### src/hw/rtl/tcg_pkg.sv
`default_nettype none

package tcg_pkg;

  // Fixed glyph geometry and default build values
  localparam int unsigned GLYPH_WIDTH      = 8;
  localparam int unsigned GLYPH_HEIGHT_DEF = 8;
  localparam int unsigned PIXEL_SCALE_DEF  = 2;
  localparam int unsigned LINE_GAP_DEF     = 2;
  localparam int unsigned COORD_BITS_DEF   = 12;

  // Field widths
  localparam int unsigned FONT_DEPTH = 2048;
  localparam int unsigned FONT_AW    = 11;
  localparam int unsigned CODE_W     = 8;
  localparam int unsigned ADDR_W     = 25;
  localparam int unsigned MASK_W     = 16;
  localparam int unsigned COLOR_W    = 32;
  localparam int unsigned SW_W       = 13;
  localparam int unsigned SH_W       = 13;
  localparam int unsigned PITCH_W    = 14;
  localparam int unsigned CFG_IDX_W  = 2;
  localparam int unsigned CFG_DATA_W = 14;

  // Reset values of the configuration registers
  localparam logic [SW_W-1:0]    SW_RESET    = 13'd640;
  localparam logic [SH_W-1:0]    SH_RESET    = 13'd480;
  localparam logic [PITCH_W-1:0] PITCH_RESET = 14'd640;

  localparam logic [COLOR_W-1:0] FILL_COLOR   = 32'hFF0000FF;
  localparam logic [CODE_W-1:0]  NEWLINE_CODE = 8'd10;

  typedef enum logic [CFG_IDX_W-1:0] {
    CFG_SCREEN_WIDTH  = 2'd0,
    CFG_SCREEN_HEIGHT = 2'd1,
    CFG_LINE_PITCH    = 2'd2
  } cfg_reg_e;

  typedef enum logic {
    FUNC_DRAW = 1'b0,
    FUNC_LOAD = 1'b1
  } func_e;

  typedef enum logic {
    KIND_SPAN   = 1'b0,
    KIND_SCROLL = 1'b1
  } kind_e;

  typedef enum logic [2:0] {
    ST_IDLE,
    ST_SETUP,
    ST_SPAN,
    ST_FINISH,
    ST_SCROLL
  } ctrl_state_e;

  // Controller to datapath
  typedef struct packed {
    logic capture;
    logic font_wr;
    logic setup;
    logic emit_span;
    logic finish;
    logic emit_scroll;
  } ctrl_cmd_t;

  // Datapath to controller
  typedef struct packed {
    logic newline;
    logic last_span;
    logic scroll;
    logic slot_free;
  } dp_status_t;

endpackage

`default_nettype wire

### src/hw/rtl/tcg_ctrl.sv
`default_nettype none

module tcg_ctrl
  import tcg_pkg::*;
(
  input  wire logic       clk_i,
  input  wire logic       rst_ni,
  input  wire logic       in_valid_i,
  input  wire logic       in_func_i,
  output logic            in_ready_o,
  input  wire dp_status_t status_i,
  output ctrl_cmd_t       cmd_o
);

  ctrl_state_e state_q, state_d;

  // state register
  always_ff @(posedge clk_i or negedge rst_ni) begin
    if (!rst_ni) begin
      state_q <= ST_IDLE;
    end else begin
      state_q <= state_d;
    end
  end

  // next state
  always_comb begin
    state_d = state_q;
    case (state_q)
      ST_IDLE: begin
        if (in_valid_i && (in_func_i == FUNC_DRAW)) begin
          state_d = ST_SETUP;
        end
      end
      ST_SETUP: begin
        state_d = status_i.newline ? ST_FINISH : ST_SPAN;
      end
      ST_SPAN: begin
        if (status_i.slot_free && status_i.last_span) begin
          state_d = ST_FINISH;
        end
      end
      ST_FINISH: begin
        state_d = status_i.scroll ? ST_SCROLL : ST_IDLE;
      end
      ST_SCROLL: begin
        if (status_i.slot_free) begin
          state_d = ST_IDLE;
        end
      end
      default: state_d = ST_IDLE;
    endcase
  end

  // outputs
  always_comb begin
    cmd_o      = '0;
    in_ready_o = 1'b0;
    case (state_q)
      ST_IDLE: begin
        in_ready_o = 1'b1;
        if (in_valid_i) begin
          if (in_func_i == FUNC_LOAD) begin
            cmd_o.font_wr = 1'b1;
          end else begin
            cmd_o.capture = 1'b1;
          end
        end
      end
      ST_SETUP:  cmd_o.setup = 1'b1;
      ST_SPAN:   cmd_o.emit_span = status_i.slot_free;
      ST_FINISH: cmd_o.finish = 1'b1;
      ST_SCROLL: cmd_o.emit_scroll = status_i.slot_free;
      default: ;
    endcase
  end

  // the final span always hands over to the cursor update
  a_span_to_finish: assert property (@(posedge clk_i) disable iff (!rst_ni)
    (state_q == ST_SPAN && status_i.slot_free && status_i.last_span) |=>
    state_q == ST_FINISH)
    else $error("span sequence did not end in cursor update");

  // a pending scroll is never dropped
  a_scroll_follows: assert property (@(posedge clk_i) disable iff (!rst_ni)
    (state_q == ST_FINISH && status_i.scroll) |=> state_q == ST_SCROLL)
    else $error("scroll command skipped");

endmodule

`default_nettype wire

### config.mk
export PLATFORM = sky130hd
export DESIGN_NAME = tcg_ctrl
export DESIGN_NICKNAME = d
export VERILOG_FILES = /design/src/hw/rtl/tcg_pkg.sv /design/src/hw/rtl/tcg_ctrl.sv
export SDC_FILE = /design/constraint.sdc
export NUM_CORES = 1
export LEC_CHECK = 0
export ABC_CLOCK_PERIOD_IN_PS = 2900
export BUFFER_PORTS_ARGS = -buffer_cell sky130_fd_sc_hd__buf_4
export CAP_MARGIN = 20
export CORE_AREA = 2 2 39 41
export CTS_CLUSTER_DIAMETER = 80
export CTS_CLUSTER_SIZE = 14
export DETAILED_ROUTE_END_ITERATION = 8
export DIE_AREA = 0 0 41 43
export PLACE_DENSITY = 0.34
export REMOVE_ABC_BUFFERS = 1
export SLEW_MARGIN = 20
export SYNTH_ARGS = -nofsm -noshare
export SYNTH_HDL_FRONTEND = slang
export SYNTH_SLANG_ARGS = --single-unit
export TNS_END_PERCENT = 50
### constraint.sdc
create_clock -name clk_i -period 2.9 [get_ports clk_i]
set_clock_uncertainty 0.2 [all_clocks]
set_input_delay 0.725 -clock clk_i [delete_from_list [all_inputs] [get_ports clk_i]]
set_output_delay 0.725 -clock clk_i [all_outputs]
set_load 0.05 [all_outputs]
==> results of run 1 <==
[metal layers]
metal  part of all wire, %  wire, um  vias to the layer above
li1                      -         -                      114
met1                    39       222                       99
met2                    42       237                       15
met3                    14        82                        4
met4                   4.9        28                        0
met5                     0         0                        -
[per-stage QoR]
stage / utilization [%] / total power [mW] / std cells
final: 25.05 / 0.4223 / 56
after CTS: 25.05 / 0.4302 / 56
after floorplan: - / 0.2751 / 22
after global placement: 23.15 / 0.3487 / 52
after detailed placement: 23.15 / 0.3523 / 52
after global routing: 25.05 / 0.4523 / 56
[critical path, cell delays in order, from the launching register on]
cell and delay [ns]:
dfrtp_1 0.46, nor3_1 0.33, and3_1 0.20, buf_4 0.19
[final timing paths]
| path | from | endpoint | slack (ns) |
|---|---|---|---|
| hold reg to reg | state_q[2] | state_q[1] | 0.37 |
| setup / recovery | state_q[1] | cmd_o[4] | 0.56 |
| max in group asynchronous | rst_ni | state_q[0] | 2.34 |
| min in group clk_i | state_q[2] | state_q[1] | 0.37 |
| setup reg to reg | state_q[1] | state_q[0] | 1.64 |
| hold / removal | rst_ni | state_q[2] | 0.07 |
[kinds of logic (layout without fill, tap and decap cells)]
| logic type | Yosys count | after routing |
|---|---|---|
| flops | 3 | 3 |
| compound gates | 3 | 3 |
| xor+xnor | 1 | 1 |
| simple gates | 14 | 14 |
| buf+inv | 1 | 19 |
[cells in the mapped netlist]
cell / count / share of area, %
dfrtp_1: 3 / 38
nand2_1: 3 / 5.8
nor2_1: 2 / 3.8
a21oi_1: 1 / 2.6
a221o_1: 1 / 5.1
and3_1: 1 / 3.2
and3_2: 1 / 3.8
and3b_2: 1 / 5.1
and4bb_2: 1 / 6.4
inv_1: 1 / 1.9
nand2b_1: 1 / 3.2
nand3b_1: 1 / 3.8
nor2_2: 1 / 3.2
nor3_1: 1 / 2.6
nor3b_1: 1 / 3.8
o21ai_0: 1 / 2.6
xnor2_1: 1 / 4.5
[cell type report]
| cell class | instances | area (um2) |
|---|---|---|
| Tap cell | 16 | 20.02 |
| Sequential cell | 3 | 75.07 |
| Multi-Input combinational cell | 18 | 116.4 |
| Fill cell | 159 | 1037 |
| Clock buffer | 4 | 26.28 |
| Inverter | 1 | 3.754 |
| Timing Repair Buffer | 14 | 105.1 |
[power by group through the flow]
| stage | clock network (mW) | logic (mW) | registers (mW) |
|---|---|---|---|
| after global routing | 0.0827 | 0.266 | 0.104 |
| after CTS | 0.0776 | 0.254 | 0.0986 |
| after detailed placement | 0 | 0.253 | 0.0990 |
| after floorplan | 0 | 0.188 | 0.0873 |
| final | 0.0735 | 0.251 | 0.0976 |
| after global placement | 0 | 0.251 | 0.0975 |
==> reports/summary.txt, run 1 <==
Status - finished, final reports clean
Worst vdd ir - 0.4803 mV
CP max FO - 7
Crit. End Element - primary output
Die H - 43 um
Antenna violations before repair - 0
Mux contribution to synthesized area - 0%
First-pass GRT wire length - 924 um
Drc violations - 0
Chip Width - 41 um
Finished Cell Area - 346.6 um2
Post-DP Area - 320.3 um2
Global route hottest layer - met2
CTS tree - done
Remaining Overflow, GRT - 0
Synth Area in Compound Gates - 10.26%
Routed WL per cell - 10.20 um
Layout cells sized above 1 - 52.50%
Post-CTS Setup Bufs - 0
FMAX - 427.2 MHz
Synth Area in Adders - 0%
Unrepaired setup endpoints after global routing - false
Crit start category - register
M3 GR Usage - 3.141%
I/O pins - 15
Met1 Track Usage GR - 9.355%
Post_cts resized - 0
Final Hold Viols - 0
CP Class - register to primary output
Gate Count Post-Synth - 22
Sw Share - 51.66%
Seq cells post-synth - 3
R2R depth - 3
Gr usage total - 8.744%
CTS sink cnt - 3
Drt total wl - 571 um
Worst Tran Pin Value - 0.3034 ns
Synthesis-to-layout area growth - 77.56%
Largest net degree at the start of global routing - 9
Max reg flops - 3
Site Rows - 14
Commonest non-fill, non-tap cell in the layout - buf_4
TNS Setup - 0 ns
Clk Latency, worst-skew pair - 0.23 ns
CTS Buf Count - 3
Commonest non-fill, non-tap cells in the layout - buf_4, nand2_1, clkbuf_4, dfrtp_1, nor2_1
CP arrival - 1.42 ns
Synthesis Warnings - 0
Syn_area_per_cell - 8.872 um2
Synth Cell Area - 195.2 um2
Sequential power share - 23.1%
Slew Viols, Final - 0
Pre-CTS setup slack - 0.7424 ns
Post-Synth XOR/XNOR Area - 4.487%
Post-route setup slack - 0.5593 ns
Largest Register - state_q
Final period util - 80.72%
Core area - 1384 um2
Initial Utilization - 14.10%
Net count, final - 49
Largest regs - state_q x3
Number of distinct library cells after synthesis - 17
Detailed-router iteration count before antenna repair - 4
Hold Crit Class - primary input to async pin
Fin crit period - 2.341 ns
H-tree depth - 1
Rel. slew slack - 79.62%
Leak - 0.1735 nW
Vias - 232
Hold slack final - 0.07114 ns
Port Buffer Count - 14
Initial drt markers - 2
Die Footprint - 1763 um2
# diodes - 0
Vias/cell - 4.143
Cell internal pwr - 204.2 uW
Clk pwr share - 17.4%
Number of global-route vias before repair - 220
Main combinational cell family by area after synthesis - simple AND/OR/NAND/NOR gates
Maxcap violations - 0
Synth Area in Simple Gates - 44.87%
Root Driver - clkbuf_4
Number of hold buffers added after CTS - 0
Net load switching power - 218.2 uW
GR Layer Usage met2 - 11.56%
RD Place Congestion - 0.6596
Clock Path Buffers - 2
Register clock-pin slew on the reported worst setup and hold paths - 0.04 ns
Gate power share - 59.5%
Post-synthesis sequential area ratio - 38.46%
WP data required - 1.98 ns
P per Cell Area - 1219 nW/um2
Final antenna-violating net count - 0
Final setup fails - 0
No activity file was read; power rests on OpenSTA's default activity.
==> run 2: changes to the inputs <==
--- a/config.mk
+++ b/config.mk
@@ -5,7 +5,7 @@
 export SDC_FILE = /design/constraint.sdc
 export NUM_CORES = 1
 export LEC_CHECK = 0
-export ABC_CLOCK_PERIOD_IN_PS = 2900
+export ABC_CLOCK_PERIOD_IN_PS = 2000
 export BUFFER_PORTS_ARGS = -buffer_cell sky130_fd_sc_hd__buf_4
 export CAP_MARGIN = 20
 export CORE_AREA = 2 2 39 41
@@ -13,7 +13,7 @@
 export CTS_CLUSTER_SIZE = 14
 export DETAILED_ROUTE_END_ITERATION = 8
 export DIE_AREA = 0 0 41 43
-export PLACE_DENSITY = 0.34
+export PLACE_DENSITY = 0.35
 export REMOVE_ABC_BUFFERS = 1
 export SLEW_MARGIN = 20
 export SYNTH_ARGS = -nofsm -noshare
==> constraint.sdc (replaced) <==
create_clock -name clk_i -period 2 [get_ports clk_i]
set_clock_uncertainty 0.2 [all_clocks]
set_input_delay 0.5 -clock clk_i [delete_from_list [all_inputs] [get_ports clk_i]]
set_output_delay 0.5 -clock clk_i [all_outputs]
set_load 0.05 [all_outputs]
==> run 2 against run 1 <==
Against the previous run:
- setup slack lost 0.53 ns
- clock power grew 43%
- critical path depth grew 1
- largest cell class is now non-clock buffers
- first-iteration DRC count grew 100%
- highest routed layer is now met3
- register-to-register slack lost 0.94 ns
==> reports/summary.txt, run 2 (same netlist as run 1, synthesis figures left out) <==
Largest net degree at the start of global routing - 9 (unchanged)
Initial Utilization - 14.10% (unchanged)
Hold slack final - 0.2927 ns (was 0.07114 ns)
H-tree depth - 1 (unchanged)
Routed WL per cell - 9.542 um (was 10.20 um)
Post-CTS Setup Bufs - 0 (unchanged)
CP arrival - 1.27 ns (was 1.42 ns)
Clk Latency, worst-skew pair - 0.23 ns (about the same)
Leak - 0.1955 nW (was 0.1735 nW)
First-pass GRT wire length - 793 um (was 924 um)
Register Area - 76.32 um2 (was 75.07 um2)
Net count, final - 52 (was 49)
Site Rows - 14 (unchanged)
Status - finished, final reports clean (unchanged)
Port Buffer Count - 14 (unchanged)
Antenna violations before repair - 0 (unchanged)
Drt total wl - 563 um (was 571 um)
Die H - 43 um (unchanged)
Commonest non-fill, non-tap cells in the layout - buf_4, nand2_1, clkbuf_4, buf_6 (was buf_4, nand2_1, clkbuf_4, dfrtp_1, nor2_1)
Layout cells sized above 1 - 60.47% (was 52.50%)
Register clock-pin slew on the reported worst setup and hold paths - 0.04 ns (about the same)
P per Cell Area - 1697 nW/um2 (was 1219 nW/um2)
Gr usage total - 6.734% (was 8.744%)
Synthesis-to-layout area growth - 113.5% (was 77.56%)
Vias/cell - 4.034 (was 4.143)
Worst vdd ir - 0.5713 mV (was 0.4803 mV)
Post-route setup slack - 0.02901 ns (was 0.5593 ns)
Finished Cell Area - 416.7 um2 (was 346.6 um2)
Crit start category - register (unchanged)
Commonest non-fill, non-tap cell in the layout - buf_4 (unchanged)
Core Util, Final - 30.11% (was 25.05%)
Largest Register - state_q (unchanged)
Max reg flops - 3 (unchanged)
Final period util - 98.55%
Core area - 1384 um2 (unchanged)
Maxcap violations - 0 (unchanged)
Unrepaired setup endpoints after global routing - true (was false)
Rel. slew slack - 87.95% (was 79.62%)
RD Place Congestion - 0.7050 (was 0.6596)
Clock Path Buffers - 2 (unchanged)
WP data required - 1.30 ns (was 1.98 ns)
Final antenna-violating net count - 0 (unchanged)
CP Class - register to primary output (unchanged)
Pre-CTS setup slack - 0.1854 ns (was 0.7424 ns)
Drc violations - 0 (unchanged)
Worst Tran Pin Value - 0.1808 ns (was 0.3034 ns)
CTS Buf Count - 3 (unchanged)
CTS tree - done (unchanged)
Chip Width - 41 um (unchanged)
Die Footprint - 1763 um2 (unchanged)
# fillers - 152 (was 159)
Remaining Overflow, GRT - 0 (unchanged)
Final Hold Viols - 0 (unchanged)
Post-DP Area - 335.3 um2 (was 320.3 um2)
Vias - 238 (was 232)
I/O pins - 15 (unchanged)
Largest regs - state_q x3 (unchanged)
Hold Crit Class - primary input to register (was primary input to async pin)
FMAX - 507.4 MHz
Fin crit period - 1.971 ns
Area occupied by multi-input gates - 141.4 um2 (was 116.4 um2)
Final setup fails - 0 (unchanged)
Crit. End Element - primary output (unchanged)
Number of global-route vias before repair - 210 (was 220)
Root Driver - clkbuf_4 (unchanged)
Detailed-router iteration count before antenna repair - 4 (unchanged)
Initial drt markers - 4 (was 2)
Slew Viols, Final - 0 (unchanged)
CP max FO - 6 (was 7)
CTS sink cnt - 3 (unchanged)
# diodes - 0 (unchanged)
DP HPWL - 424.6 um
run 2: cell count changes in the layout (fill, tap and decap cells not counted), sizes merged:
cell	change
buf	+2
dlygate4sd3	+1
run 2: report_power, final:
group / switching, mW / internal [mW] / leakage, nW / total [mW]
clock: 0.0300 / 0.0746 / 0.0150 / 0.105
sequential: 0.0405 / 0.0890 / 0.0364 / 0.130
combinational: 0.278 / 0.195 / 0.144 / 0.473
total: 0.348 / 0.359 / 0.195 / 0.707
run 2: critical path, cell delays in order, from the launching register on:
cell and delay [ns]:
dfrtp_1 0.42, buf_6 0.16, nor2_4 0.12, and3_4 0.20, buf_8 0.14
run 2: path summary, 6_finish.rpt:
| kind | start | to | slack [ns] | cells after the start |
|---|---|---|---|---|
| hold / removal | status_i[1] | state_q[2] | 0.29 | 3 |
| hold reg to reg | state_q[2] | state_q[1] | 0.35 | 1 |
| setup reg to reg | state_q[1] | state_q[0] | 0.70 | 4 |
| setup / recovery | state_q[1] | cmd_o[0] | 0.03 | 4 |
| max in group asynchronous | rst_ni | state_q[2] | 1.10 | 2 |
| min in group asynchronous | rst_ni | state_q[1] | 0.39 | 2 |
run 2: per-layer routing:
| metal | wire, um | GRT usage, % | vias up |
|---|---|---|---|
| met5 | 0 | 0 | - |
| met4 | 0 | 2.000 | 0 |
| met3 | 62 | 3.141 | 0 |
| met2 | 239 | 8.750 | 13 |
| met1 | 262 | 9.677 | 104 |
| li1 | - | - | 121 |
run 2: repair_timing:
action,4_1_cts,5_1_grt
pin swaps,0,0
endpoints found under the hold margin,3,0
hold buffers,1,0
cloned,0,0
endpoints found under the setup margin,3,4
gates resized for setup,2,9
run 2: per-stage QoR:
stage               power, mW  cells   TNS, ns
finish                 0.7070     59         0
global route           0.7505     59  -0.02344
CTS                    0.6610     59         0
detailed placement     0.5385     54         0
global placement       0.5421     54         0
floorplan              0.3988     22    -2.694
run 2: final cells by class:
| class | count | share of cell area [%] |
|---|---|---|
| timing repair buffer | 17 | 35.74 |
| multi-input combinational | 18 | 33.93 |
| clock buffer | 4 | 6.306 |
| inverter | 1 | 0.9009 |
| tap | 16 | 4.805 |
| sequential | 3 | 18.32 |
